### config.mk
export PLATFORM = sky130hd
export DESIGN_NAME = sparse_triplet_matrix_add_core_flat
export DESIGN_NICKNAME = d
export VERILOG_FILES = /design/src/sv/stm_pkg.sv /design/src/sv/stm_in_if.sv /design/src/sv/stm_out_if.sv /design/src/sv/sparse_triplet_matrix_add_core.sv /design/src/sv/stm_ram.sv /design/src/flat_wrapper.sv
export SDC_FILE = /design/constraint.sdc
export NUM_CORES = 2
export LEC_CHECK = 0
export ABC_CLOCK_PERIOD_IN_PS = 7000
export BUFFER_PORTS_ARGS = -buffer_cell sky130_fd_sc_hd__buf_4
export CORE_UTILIZATION = 45
export CTS_CLUSTER_SIZE = 8
export DETAILED_ROUTE_END_ITERATION = 7
export SLEW_MARGIN = 0
export SYNTH_ARGS = -nofsm -noshare
export SYNTH_HDL_FRONTEND = slang
export SYNTH_SLANG_ARGS = --single-unit
### constraint.sdc
create_clock -name clk_i -period 7 [get_ports clk_i]
set_input_delay 0 -clock clk_i [delete_from_list [all_inputs] [get_ports clk_i]]
set_output_delay 0 -clock clk_i [all_outputs]
set_load 0.02 [all_outputs]
### src/sv/stm_pkg.sv
`timescale 1ns / 1ps
`default_nettype none
// ----------------------------------------------------------------------------
// Sparse triplet matrix add: shared package
// Widths, codes and the stored entry layout used by the channels and the core.
// ----------------------------------------------------------------------------
package stm_pkg;

  localparam int CAPACITY = 32;
  localparam int CNT_W    = $clog2(CAPACITY + 1);
  localparam int ADDR_W   = (CAPACITY > 1) ? $clog2(CAPACITY) : 1;

  localparam int IDX_W    = 16;
  localparam int VAL_W    = 32;
  localparam int SUM_W    = VAL_W + 1;
  localparam int REG_W    = 16;
  localparam int PADDR_W  = 4;
  localparam int PDATA_W  = 32;

  typedef enum logic [1:0] {
    CMD_CLEAR  = 2'd0,
    CMD_LOAD_A = 2'd1,
    CMD_LOAD_B = 2'd2,
    CMD_START  = 2'd3
  } command_e;

  typedef enum logic [1:0] {
    ST_VALID    = 2'd0,
    ST_MISMATCH = 2'd1,
    ST_EMPTY    = 2'd2
  } status_e;

  typedef enum logic [1:0] {
    REG_A_ROWS = 2'd0,
    REG_A_COLS = 2'd1,
    REG_B_ROWS = 2'd2,
    REG_B_COLS = 2'd3
  } reg_idx_e;

  typedef struct packed {
    logic [IDX_W-1:0]        row;
    logic [IDX_W-1:0]        col;
    logic signed [VAL_W-1:0] val;
  } entry_t;

  localparam int ENTRY_W = $bits(entry_t);

endpackage
`default_nettype wire

### src/sv/stm_in_if.sv
`timescale 1ns / 1ps
`default_nettype none
// ----------------------------------------------------------------------------
// Sparse triplet matrix add: command channel
// Valid/ready channel that carries one command word with its entry fields.
// ----------------------------------------------------------------------------
interface stm_in_if;
  logic                               valid;
  logic                               ready;
  stm_pkg::command_e                  command;
  logic [stm_pkg::IDX_W-1:0]          entry_row;
  logic [stm_pkg::IDX_W-1:0]          entry_col;
  logic signed [stm_pkg::VAL_W-1:0]   entry_value;

  modport source (output valid, command, entry_row, entry_col, entry_value, input ready);
  modport sink   (input valid, command, entry_row, entry_col, entry_value, output ready);
endinterface
`default_nettype wire

### src/sv/stm_out_if.sv
`timescale 1ns / 1ps
`default_nettype none
// ----------------------------------------------------------------------------
// Sparse triplet matrix add: result channel
// Valid/ready channel that carries one result triplet word with status and last.
// ----------------------------------------------------------------------------
interface stm_out_if;
  logic                               valid;
  logic                               ready;
  logic [stm_pkg::IDX_W-1:0]          sum_row;
  logic [stm_pkg::IDX_W-1:0]          sum_col;
  logic signed [stm_pkg::SUM_W-1:0]   sum_value;
  stm_pkg::status_e                   status;
  logic                               last;

  modport source (output valid, sum_row, sum_col, sum_value, status, last, input ready);
  modport sink   (input valid, sum_row, sum_col, sum_value, status, last, output ready);
endinterface
`default_nettype wire

### src/sv/sparse_triplet_matrix_add_core.sv
`timescale 1ns / 1ps
`default_nettype none
// A mismatch or empty status word is presented in the cycle after its start word
// is accepted; the first merged triplet is read from the list RAMs in the merge
// state and registered once the output register is free. The merge emits one
// triplet per cycle while the output register is free, set by the single read
// port of each list RAM. A word is taken only while the core is idle and the output
// register is free. Reset clears the fill counts, the dimension registers and the
// output register; the list RAMs are not initialized and need no clearing pass.
// ----------------------------------------------------------------------------
// Sparse triplet matrix add core
// Loads two sorted triplet lists into RAMs and merges them into their sum.
// ----------------------------------------------------------------------------
module sparse_triplet_matrix_add_core (
  input  wire logic                          clk_i,
  input  wire logic                          rst_ni,
  stm_in_if.sink                             in_i,
  stm_out_if.source                          out_o,
  input  wire logic                          psel,
  input  wire logic                          penable,
  input  wire logic                          pwrite,
  input  wire logic [stm_pkg::PADDR_W-1:0]   paddr,
  input  wire logic [stm_pkg::PDATA_W-1:0]   pwdata,
  output logic      [stm_pkg::PDATA_W-1:0]   prdata,
  output logic                               pready
);
  import stm_pkg::*;

  typedef enum logic {
    S_IDLE,
    S_MERGE
  } state_e;

  state_e           state_q, state_d;
  logic [CNT_W-1:0] count_a_q, count_a_d;
  logic [CNT_W-1:0] count_b_q, count_b_d;
  logic [CNT_W-1:0] i_q, i_d;
  logic [CNT_W-1:0] j_q, j_d;
  logic [REG_W-1:0] a_rows_q, a_cols_q, b_rows_q, b_cols_q;

  logic                    out_valid_q, out_valid_d;
  logic [IDX_W-1:0]        out_row_q, out_row_d;
  logic [IDX_W-1:0]        out_col_q, out_col_d;
  logic signed [SUM_W-1:0] out_val_q, out_val_d;
  status_e                 out_status_q, out_status_d;
  logic                    out_last_q, out_last_d;

  logic   we_a, we_b;
  entry_t wentry;
  entry_t head_a, head_b;
  logic [ENTRY_W-1:0] rdata_a, rdata_b;

  logic   out_free, accept, cfg_write;
  logic   a_have, b_have, a_first, b_first;
  logic [CNT_W-1:0] i_n, j_n;
  reg_idx_e reg_idx;

  // Configuration port.
  assign pready    = 1'b1;
  assign reg_idx   = reg_idx_e'(paddr[PADDR_W-1:2]);
  assign cfg_write = psel && penable && pwrite && pready;

  always_comb begin
    case (reg_idx)
      REG_A_ROWS: prdata = PDATA_W'(a_rows_q);
      REG_A_COLS: prdata = PDATA_W'(a_cols_q);
      REG_B_ROWS: prdata = PDATA_W'(b_rows_q);
      REG_B_COLS: prdata = PDATA_W'(b_cols_q);
      default:    prdata = '0;
    endcase
  end

  always_ff @(posedge clk_i or negedge rst_ni) begin
    if (!rst_ni) begin
      a_rows_q <= '0;
      a_cols_q <= '0;
      b_rows_q <= '0;
      b_cols_q <= '0;
    end else if (cfg_write) begin
      case (reg_idx)
        REG_A_ROWS: a_rows_q <= pwdata[REG_W-1:0];
        REG_A_COLS: a_cols_q <= pwdata[REG_W-1:0];
        REG_B_ROWS: b_rows_q <= pwdata[REG_W-1:0];
        REG_B_COLS: b_cols_q <= pwdata[REG_W-1:0];
        default: ;
      endcase
    end
  end

  // List RAMs. The read address follows the next merge index so that the
  // registered read data matches the current merge index.
  assign wentry.row = in_i.entry_row;
  assign wentry.col = in_i.entry_col;
  assign wentry.val = in_i.entry_value;

  stm_ram #(.WIDTH(ENTRY_W), .DEPTH(CAPACITY)) u_ram_a (
    .clk_i   (clk_i),
    .we_i    (we_a),
    .waddr_i (count_a_q[ADDR_W-1:0]),
    .wdata_i (wentry),
    .raddr_i (i_d[ADDR_W-1:0]),
    .rdata_o (rdata_a)
  );

  stm_ram #(.WIDTH(ENTRY_W), .DEPTH(CAPACITY)) u_ram_b (
    .clk_i   (clk_i),
    .we_i    (we_b),
    .waddr_i (count_b_q[ADDR_W-1:0]),
    .wdata_i (wentry),
    .raddr_i (j_d[ADDR_W-1:0]),
    .rdata_o (rdata_b)
  );

  assign head_a = entry_t'(rdata_a);
  assign head_b = entry_t'(rdata_b);

  assign out_free    = !out_valid_q || out_o.ready;
  assign in_i.ready  = (state_q == S_IDLE) && out_free;
  assign accept      = in_i.valid && in_i.ready;

  // Merge head selection in row-major order.
  assign a_have  = i_q < count_a_q;
  assign b_have  = j_q < count_b_q;
  assign a_first = a_have && (!b_have || {head_a.row, head_a.col} < {head_b.row, head_b.col});
  assign b_first = b_have && (!a_have || {head_b.row, head_b.col} < {head_a.row, head_a.col});
  assign i_n     = (a_have && !b_first) ? i_q + CNT_W'(1) : i_q;
  assign j_n     = (b_have && !a_first) ? j_q + CNT_W'(1) : j_q;

  always_comb begin
    state_d      = state_q;
    count_a_d    = count_a_q;
    count_b_d    = count_b_q;
    i_d          = i_q;
    j_d          = j_q;
    out_valid_d  = out_valid_q && !out_o.ready;
    out_row_d    = out_row_q;
    out_col_d    = out_col_q;
    out_val_d    = out_val_q;
    out_status_d = out_status_q;
    out_last_d   = out_last_q;
    we_a         = 1'b0;
    we_b         = 1'b0;

    case (state_q)
      S_IDLE: begin
        if (accept) begin
          case (in_i.command)
            CMD_CLEAR: begin
              count_a_d = '0;
              count_b_d = '0;
            end
            CMD_LOAD_A: begin
              if (count_a_q < CNT_W'(CAPACITY)) begin
                we_a      = 1'b1;
                count_a_d = count_a_q + CNT_W'(1);
              end
            end
            CMD_LOAD_B: begin
              if (count_b_q < CNT_W'(CAPACITY)) begin
                we_b      = 1'b1;
                count_b_d = count_b_q + CNT_W'(1);
              end
            end
            CMD_START: begin
              i_d = '0;
              j_d = '0;
              if (a_rows_q != b_rows_q || a_cols_q != b_cols_q) begin
                out_valid_d  = 1'b1;
                out_row_d    = '0;
                out_col_d    = '0;
                out_val_d    = '0;
                out_status_d = ST_MISMATCH;
                out_last_d   = 1'b1;
              end else if (count_a_q == '0 && count_b_q == '0) begin
                out_valid_d  = 1'b1;
                out_row_d    = '0;
                out_col_d    = '0;
                out_val_d    = '0;
                out_status_d = ST_EMPTY;
                out_last_d   = 1'b1;
              end else begin
                state_d = S_MERGE;
              end
            end
            default: ;
          endcase
        end
      end
      S_MERGE: begin
        if (out_free) begin
          out_valid_d  = 1'b1;
          out_status_d = ST_VALID;
          if (a_first) begin
            out_row_d = head_a.row;
            out_col_d = head_a.col;
            out_val_d = SUM_W'(head_a.val);
          end else if (b_first) begin
            out_row_d = head_b.row;
            out_col_d = head_b.col;
            out_val_d = SUM_W'(head_b.val);
          end else begin
            // Equal coordinates: both heads are consumed and summed.
            out_row_d = head_a.row;
            out_col_d = head_a.col;
            out_val_d = SUM_W'(head_a.val) + SUM_W'(head_b.val);
          end
          out_last_d = !(i_n < count_a_q || j_n < count_b_q);
          i_d        = i_n;
          j_d        = j_n;
          if (out_last_d) begin
            state_d = S_IDLE;
          end
        end
      end
      default: state_d = S_IDLE;
    endcase
  end

  always_ff @(posedge clk_i or negedge rst_ni) begin
    if (!rst_ni) begin
      state_q      <= S_IDLE;
      count_a_q    <= '0;
      count_b_q    <= '0;
      i_q          <= '0;
      j_q          <= '0;
      out_valid_q  <= 1'b0;
      out_row_q    <= '0;
      out_col_q    <= '0;
      out_val_q    <= '0;
      out_status_q <= ST_VALID;
      out_last_q   <= 1'b0;
    end else begin
      state_q      <= state_d;
      count_a_q    <= count_a_d;
      count_b_q    <= count_b_d;
      i_q          <= i_d;
      j_q          <= j_d;
      out_valid_q  <= out_valid_d;
      out_row_q    <= out_row_d;
      out_col_q    <= out_col_d;
      out_val_q    <= out_val_d;
      out_status_q <= out_status_d;
      out_last_q   <= out_last_d;
    end
  end

  assign out_o.valid     = out_valid_q;
  assign out_o.sum_row   = out_row_q;
  assign out_o.sum_col   = out_col_q;
  assign out_o.sum_value = out_val_q;
  assign out_o.status    = out_status_q;
  assign out_o.last      = out_last_q;

endmodule
`default_nettype wire

### src/sv/stm_ram.sv
`timescale 1ns / 1ps
`default_nettype none
// ----------------------------------------------------------------------------
// Sparse triplet matrix add: generic RAM
// One write port and one read port with registered read data, no reset.
// ----------------------------------------------------------------------------
module stm_ram #(
  parameter int WIDTH  = 64,
  parameter int DEPTH  = 32,
  parameter int ADDR_W = (DEPTH > 1) ? $clog2(DEPTH) : 1
) (
  input  wire logic              clk_i,
  input  wire logic              we_i,
  input  wire logic [ADDR_W-1:0] waddr_i,
  input  wire logic [WIDTH-1:0]  wdata_i,
  input  wire logic [ADDR_W-1:0] raddr_i,
  output logic      [WIDTH-1:0]  rdata_o
);

  logic [WIDTH-1:0] mem [DEPTH];
  logic [WIDTH-1:0] rdata_q;

  always_ff @(posedge clk_i) begin
    if (we_i) begin
      mem[waddr_i] <= wdata_i;
    end
    rdata_q <= mem[raddr_i];
  end

  assign rdata_o = rdata_q;

endmodule
`default_nettype wire

### src/flat_wrapper.sv
// flat-port wrapper written by rule: the top's interface ports become plain ports
module sparse_triplet_matrix_add_core_flat import stm_pkg::*;
  (clk_i, rst_ni, psel, penable, pwrite, paddr, pwdata, prdata, pready, in_i_valid, in_i_command, in_i_entry_row, in_i_entry_col, in_i_entry_value, in_i_ready, out_o_valid, out_o_sum_row, out_o_sum_col, out_o_sum_value, out_o_status, out_o_last, out_o_ready);
  stm_in_if in_i_i ();
  stm_out_if out_o_i ();
  input  wire logic clk_i;
  input  wire logic rst_ni;
  input  wire logic psel;
  input  wire logic penable;
  input  wire logic pwrite;
  input  wire logic [stm_pkg::PADDR_W-1:0] paddr;
  input  wire logic [stm_pkg::PDATA_W-1:0] pwdata;
  output logic      [stm_pkg::PDATA_W-1:0] prdata;
  output logic pready;
  input wire logic [$bits(in_i_i.valid)-1:0] in_i_valid;
  input wire logic [$bits(in_i_i.command)-1:0] in_i_command;
  input wire logic [$bits(in_i_i.entry_row)-1:0] in_i_entry_row;
  input wire logic [$bits(in_i_i.entry_col)-1:0] in_i_entry_col;
  input wire logic [$bits(in_i_i.entry_value)-1:0] in_i_entry_value;
  output wire logic [$bits(in_i_i.ready)-1:0] in_i_ready;
  output wire logic [$bits(out_o_i.valid)-1:0] out_o_valid;
  output wire logic [$bits(out_o_i.sum_row)-1:0] out_o_sum_row;
  output wire logic [$bits(out_o_i.sum_col)-1:0] out_o_sum_col;
  output wire logic [$bits(out_o_i.sum_value)-1:0] out_o_sum_value;
  output wire logic [$bits(out_o_i.status)-1:0] out_o_status;
  output wire logic [$bits(out_o_i.last)-1:0] out_o_last;
  input wire logic [$bits(out_o_i.ready)-1:0] out_o_ready;
  assign in_i_i.valid = in_i_valid;
  assign in_i_i.command = in_i_command;
  assign in_i_i.entry_row = in_i_entry_row;
  assign in_i_i.entry_col = in_i_entry_col;
  assign in_i_i.entry_value = in_i_entry_value;
  assign in_i_ready = in_i_i.ready;
  assign out_o_valid = out_o_i.valid;
  assign out_o_sum_row = out_o_i.sum_row;
  assign out_o_sum_col = out_o_i.sum_col;
  assign out_o_sum_value = out_o_i.sum_value;
  assign out_o_status = out_o_i.status;
  assign out_o_last = out_o_i.last;
  assign out_o_i.ready = out_o_ready;
  sparse_triplet_matrix_add_core u_core (.clk_i(clk_i), .rst_ni(rst_ni), .in_i(in_i_i), .out_o(out_o_i), .psel(psel), .penable(penable), .pwrite(pwrite), .paddr(paddr), .pwdata(pwdata), .prdata(prdata), .pready(pready));
endmodule
; Word-level counts from Yosys, hierarchy flattened
; Memories as Yosys holds them, arrays and structs flattened. A register that Yosys moved wholly into a read port is not among the register bits.
; Cells that the tools add are included.
; W data, S select, Z words.
[op_classes]
add_sub_neg = 5
order_cmp = 8
eq_ne = 14
mux = 72
bitwise_logic = 1
reduce_logical = 36
[op_table]
columns = op, count
row1 = $mux W33, 7
row2 = $mux W16, 10
row3 = $pmux W32 S4, 1
row4 = $pmux W33 S2, 1
row5 = $lt A32 B32 Y1, 2
row6 = $pmux W16 S2, 2
row7 = $mux W6, 10
row8 = $pmux W6 S2, 4
row9 = $add A32 B32 Y33, 1
row10 = $ne A16 B16 Y1, 2
row11 = $mux W1, 28
row12 = $add A6 B1 Y6 const B, 4
row13 = $lt A6 B6 Y1, 4
row14 = $logic_not A6 Y1, 2
row15 = $lt A6 B6 Y1 const B, 2
row16 = $reduce_and A4 Y1, 3
row17 = $logic_and A1 B1 Y1, 10
row18 = $mux W2, 5
row19 = $eq A2 B2 Y1 const B, 4
row20 = $reduce_and A2 Y1, 4
row21 = $logic_not A1 Y1, 7
row22 = $ne A2 B1 Y1 const B, 3
row23 = $pmux W1 S2, 3
row24 = $logic_or A1 B1 Y1, 5
row25 = 8 further kinds, 12
[word_totals]
regBits = 158
mem_bits_rw = 4096
in_bits = 109
output_inout_bits = 103
n_memories = 2
[mem_list]
columns = name, depth, word_bits, rd, rd_clocked_by_memory_dff, wr, line_no
row1 = u_core.u_ram_a.mem, 32, 64, 1, 1, 1, stm_ram.sv:20  ; logic [WIDTH-1:0] mem [DEPTH];
row2 = u_core.u_ram_b.mem, 32, 64, 1, 1, 1, stm_ram.sv:20

; Longest topological paths before layout
[depth]
word_depth = 12
depth_mapped = 20
depth_no_buf = 16

; By module
; Synthesis repeated with hierarchy kept, for this count alone.
[unflattened]
cells_unflattened = 7366
area_unflattened_um2 = 168904.5
[by_module_without_submodules]
columns = mod, instances, cells_each, area_per_inst_um2, seq_area_each_um2
row1 = stm_ram (u_core.u_ram_a), 1, 3096, 78964.5, 62780.2
row2 = stm_ram (u_core.u_ram_b), 1, 3097, 78964.5, 62780.2
row3 = sparse_triplet_matrix_add_core, 1, 1173, 10975.5, 3953.8

; Least setup slack after synthesis
; Ideal clock, no wire load.
[synth_path]
kind = reg-to-reg
start = register u_core.out_valid_q, in the netlist u_core.out_o.valid
end = memory u_core.u_ram_a.mem[12][0] (enable)
setup_ns = 0.487
t_arrival_ns = 4.868
required_ns = 6.513
setup_slack_ns = 1.645
path_stages_with_launch = 9
n_path_buf = 1
path_cell_list = dfrtp_1 -> nand2b_1 -> nor2b_1 -> nand2_1 -> or2_2 -> clkbuf_1 -> nor3_1 -> nand2_1 -> nor2_1
[synth_between]
elab_chain_len = 8
[synth_rtl]
columns = item, line_no
row1 = start: declaration, sparse_triplet_matrix_add_core.sv:41  ; logic out_valid_q, out_valid_d;
row2 = start signal: assignment, sparse_triplet_matrix_add_core.sv:238  ; out_valid_q <= out_valid_d;
row3 = $logic_not A1 Y1, sparse_triplet_matrix_add_core.sv:117  ; assign out_free = !out_valid_q || out_o.ready;
row4 = $logic_or A1 B1 Y1, sparse_triplet_matrix_add_core.sv:117
row5 = $logic_and A1 B1 Y1, sparse_triplet_matrix_add_core.sv:118  ; assign in_i.ready = (state_q == S_IDLE) && out_free;
row6 = net in_i_ready, flat_wrapper.sv:20  ; output wire logic [$bits(in_i_i.ready)-1:0] in_i_ready;
row7 = $logic_and A1 B1 Y1, sparse_triplet_matrix_add_core.sv:119  ; assign accept = in_i.valid && in_i.ready;
row8 = $mux W1, sparse_triplet_matrix_add_core.sv:146  ; if (accept) begin
row9 = $mux W1, sparse_triplet_matrix_add_core.sv:144  ; case (state_q)
row10 = $mux W1, stm_ram.sv:24  ; if (we_i) begin
row11 = $mux W1 (not written as such), stm_ram.sv:25  ; mem[waddr_i] <= wdata_i;
row12 = end: declaration, stm_ram.sv:20
; The timed path passes the listed nets, and every way through them passes these cells.

; Worst setup path in the final report
[layout_path]
start = register u_core.u_ram_a.rdata_q[48], in the netlist u_core.u_ram_a.rdata_o[48], read port of u_core.u_ram_a.mem
end = register u_core.u_ram_b.rdata_q[62], in the netlist u_core.u_ram_b.rdata_o[62], read port of u_core.u_ram_b.mem
[layout_between]
elab_chain_len = 8
[layout_rtl]
columns = item, line_no
row1 = start: declaration, stm_ram.sv:21  ; logic [WIDTH-1:0] rdata_q;
row2 = $lt A32 B32 Y1, sparse_triplet_matrix_add_core.sv:124  ; assign a_first = a_have && (!b_have || {head_a.row, head_a.col} < {head_b.row, head_b.col});
row3 = $logic_or A1 B1 Y1, sparse_triplet_matrix_add_core.sv:124
row4 = $logic_and A1 B1 Y1, sparse_triplet_matrix_add_core.sv:124
row5 = $logic_not A1 Y1, sparse_triplet_matrix_add_core.sv:127  ; assign j_n = (b_have && !a_first) ? j_q + CNT_W'(1) : j_q;
row6 = $logic_and A1 B1 Y1, sparse_triplet_matrix_add_core.sv:127
row7 = $mux W6, sparse_triplet_matrix_add_core.sv:127
row8 = $mux W6, sparse_triplet_matrix_add_core.sv:190  ; if (out_free) begin
row9 = $pmux W6 S2, sparse_triplet_matrix_add_core.sv:144
row10 = net u_core.j_d[2], sparse_triplet_matrix_add_core.sv:38  ; logic [CNT_W-1:0] j_q, j_d;
row11 = end: declaration, stm_ram.sv:21
; The timed path passes the listed nets, and every way through them passes these cells. The select of a mux whose other input is x is not followed.
; A chain may end at the register's enable or synchronous reset.

==> metrics.cfg <==
[flow_run]
drv_cap = 0

[critical_path]
r2r-start = u_core.u_ram_a.rdata_o[48]$_DFF_P_
path_class = reg2reg
crit_buf_inv = 3
critPathArrivalTime_ps = 7140
critPathLaunchType = flop
end_kind = flop
crit_chain = ha_1 -> a21oi_1 -> o21ai_0 -> a221oi_2 -> o2111a_2 -> a21oi_2 -> o211a_1 -> inv_2 -> nand2_4 -> buf_4 -> a21oi_1 -> or4_1 -> nor4_1 -> buf_4
cp_top_family = compound AO/OA/AOI/OAI gates
cp_max_fo = 18
reg2reg_depth = 14
crit_path_start = u_core.u_ram_a.rdata_o[48]$_DFF_P_
rr_endpoint = u_core.u_ram_b.rdata_o[62]$_DFF_P_
crit_slowest_cell = o21ai_0
reg2reg_slack_ps = 840
critPathMaxStageDelay_ps = 1060
worstPathRequired_ps = 7980

[routing]
wl_per_cell_um = 28.3
dr_total_vias = 108203
wl_um = 515000
drcViolationCount = 0
first_pass_iters = 8
drtIter0Drc = 13739
ant_nets = 0
vias_per_cell = 5.96

[logic_synthesis]
ys.warnings.count = 0
ys_ff_latch = 4382
avgSynthCellArea_um2 = 14.1
synth_top_area_share_pct = 71.3
synth_area_leaders = edfxtp_1 71%, nand2_1 6.7%, mux2i_1 3.6%
async_flop_share_pct = 3.61
synthFlopType = edfxtp_1
yosysSeqAreaShare_pct = 75.1
post_synth_num_cell_types = 93
syn-cell-area_um2 = 172000
synth.largest_area_cell = edfxtp_1
synth_cells = 12250
synth_enable_flop_cells = 4096

[global_route]
grt_busiest_layer = met2
grt_max_degree = 174
use_met2_pct = 43.2
grt-ovfl-total = 0
grt_pass1_wl_um = 730000
track_usage_pct = 26.1
grt_pass1_vias = 104835
met1_usage_pct = 34.6
grtUsageMet3_pct = 4.61
antenna_found_initial = 28

[place]
io_buffers = 176
place_hpwl_um = 272000
placed_area_um2 = 181000
gp_congestion = 0.838

[cts]
cts_resized = 0
clock_sinks = 4382
cts_tree = built
cts_buffers = 618
htree_levels = 6
root_buffer = clkbuf_16
clock_path_buffers = 4
postCtsSetupRepairBufs = 0
clk_pin_slew_worst_paths_ps = 50
hold_buffers = 120
clk_latency_ps = 1050

[floorplanning]
die_h_um = 621
start_util_pct = 45.4
dieArea_um2 = 386000
num_rows = 226
fp.dieW_um = 621
core_um2 = 380000
io_pins = 212

[layout]
area_growth_pct = 16.0
fin_area_um2 = 200000
layout.nets = 12932
seq_area_um2 = 130000
mostFrequentLayoutCell = edfxtp_1
multi_input_area_um2 = 39800
drive_gt1_share_pct = 10.3
mostFrequentLayoutCells = 4096 x edfxtp_1, 3066 x nand2_1, 1137 x nand3_1
nFillCells = 30784

[sta]
timing.final.crit_share_pct = 88.0
worst_slew_pin_slew_ps = 1400
drv_slew = 0
setup_tns_ps = 0
max_freq_ghz = 0.162
hold_viol = 0
finalClockSkew_ps = 52.7
relSlewSlack_pct = 5.93
fin_crit_ps = 6160
timing.hold.ws_ps = 41.7
finalSetupViolations = 0
rsz0062_at_grt = no

[worst_hold_path]
hold_path_class = in2async

[power_and_ir_drop]
peakVddDrop_v = 0.000356
p_switching_w = 0.0248
p_int_w = 0.0525
leakage_nw = 68.3
pwr-share-seq_pct = 39.6
power_density_nw_per_um2 = 387
sw_frac_of_total_pct = 32.1
p_comb_share_pct = 24.7
pwr-share-clk_pct = 35.7

[status]
status = finished clean

## cells in the mapped netlist, types with 8 or more instances
cell type,n
a211oi_1,12
a21boi_0,118
a21boi_1,10
a21o_1,23
a21oi_1,402
a222oi_1,128
a22oi_1,66
a311oi_1,29
a31oi_1,193
a32oi_1,76
and3_1,157
buf_1,26
buf_2,255
buf_4,62
buf_6,17
clkbuf_1,394
dfrtp_1,158
dfxtp_1,128
edfxtp_1,4096
ha_1,94
inv_1,63
mux2_2,65
mux2i_1,619
mux4_2,16
nand2_1,3074
nand3_1,1138
nand4_1,153
nor2_1,124
nor2b_1,8
nor3_1,20
nor4_1,67
o211ai_1,18
o21a_1,11
o21ai_0,106
o22ai_1,70
o31ai_1,9
or4_1,60
xnor2_1,55
xor2_1,12
## how the worst max path moves through the flow
stage,end,cells after the start
floorplan,u_core.u_ram_a.mem[12][0]$_DFFE_PP_,8
global placement,u_core.u_ram_b.rdata_o[62]$_DFF_P_,14
detailed placement,u_core.u_ram_b.rdata_o[10]$_DFF_P_,15
CTS,u_core.u_ram_b.rdata_o[10]$_DFF_P_,15
global route,u_core.u_ram_b.rdata_o[10]$_DFF_P_,15
finish,u_core.u_ram_b.rdata_o[62]$_DFF_P_,14
## worst register-to-register path: stages, from the launching register on
cell and delay (ps):
dfxtp_1 650, ha_1 240, a21oi_1 60, o21ai_0 1060, a221oi_2 200, o2111a_2 280
a21oi_2 430, o211a_1 610, inv_2 260, nand2_4 450, buf_4 420, a21oi_1 100
or4_1 470, nor4_1 640, buf_4 250
## sequential cells by signal (all words and copies together), names as in the netlist, 33 cells and up
signal                  count
u_core.out_o.sum_value     33
u_core.u_ram_a.mem       2048
u_core.u_ram_a.rdata_o     64
u_core.u_ram_b.mem       2048
u_core.u_ram_b.rdata_o     64
## power by group through the flow
| stage | logic, W | registers (W) | clock network [W] |
|---|---|---|---|
| after floorplan | 0.0126 | 0.0306 | 0 |
| after global placement | 0.0185 | 0.0311 | 0 |
| after detailed placement | 0.0188 | 0.0311 | 0 |
| after CTS | 0.0189 | 0.0306 | 0.0279 |
| after global routing | 0.0205 | 0.0306 | 0.0290 |
| final | 0.0191 | 0.0306 | 0.0276 |
## layout make-up
class	instances	share of cell area (%)
multi-input cells	7062	19.9
clock buffers	979	8.49
well taps	5016	3.14
repair buffers	597	3.03
inverters	67	0.141
diodes	7	0.00876
clock inverters	54	0.513
flip-flops and latches	4382	64.8
## per-layer routing
metal	wire length, um	part of all wire, %	vias to the layer above
met3	47200	9.2	1059
met1	202000	39	54686
li1	-	-	46851
met5	26	0.0051	-
met4	19200	3.7	4
met2	246000	48	5603
## logic make-up (layout without fill, tap and decap cells)
logic type / count (synthesis) / after routing / share of synthesized area [%]
AND/OR/NAND/NOR: 4837 / 4837 / 12.1
flip-flops: 4382 / 4382 / 75.1
AO/OA/AOI/OAI: 1345 / 1345 / 5.28
buffers and inverters: 821 / 1697 / 2.18
multiplexers: 701 / 701 / 4.23
adder cells (fa/ha/maj): 95 / 95 / 0.694
XOR/XNOR: 67 / 67 / 0.340
other: 2 / 24 / 0.00436
## per-stage QoR
step | worst slack (ps) | utilization, % | cells | power, W
after CTS | 1100 | 52.6 | 18157 | 0.0775
final | 837 | 52.6 | 18164 | 0.0773
after global routing | 533 | 52.6 | 18159 | 0.0802
after detailed placement | 1130 | 47.6 | 17004 | 0.0499
after global placement | 1190 | 47.6 | 17004 | 0.0496
after floorplan | 1650 | - | 12265 | 0.0432
No activity file was read; power rests on OpenSTA's default activity.
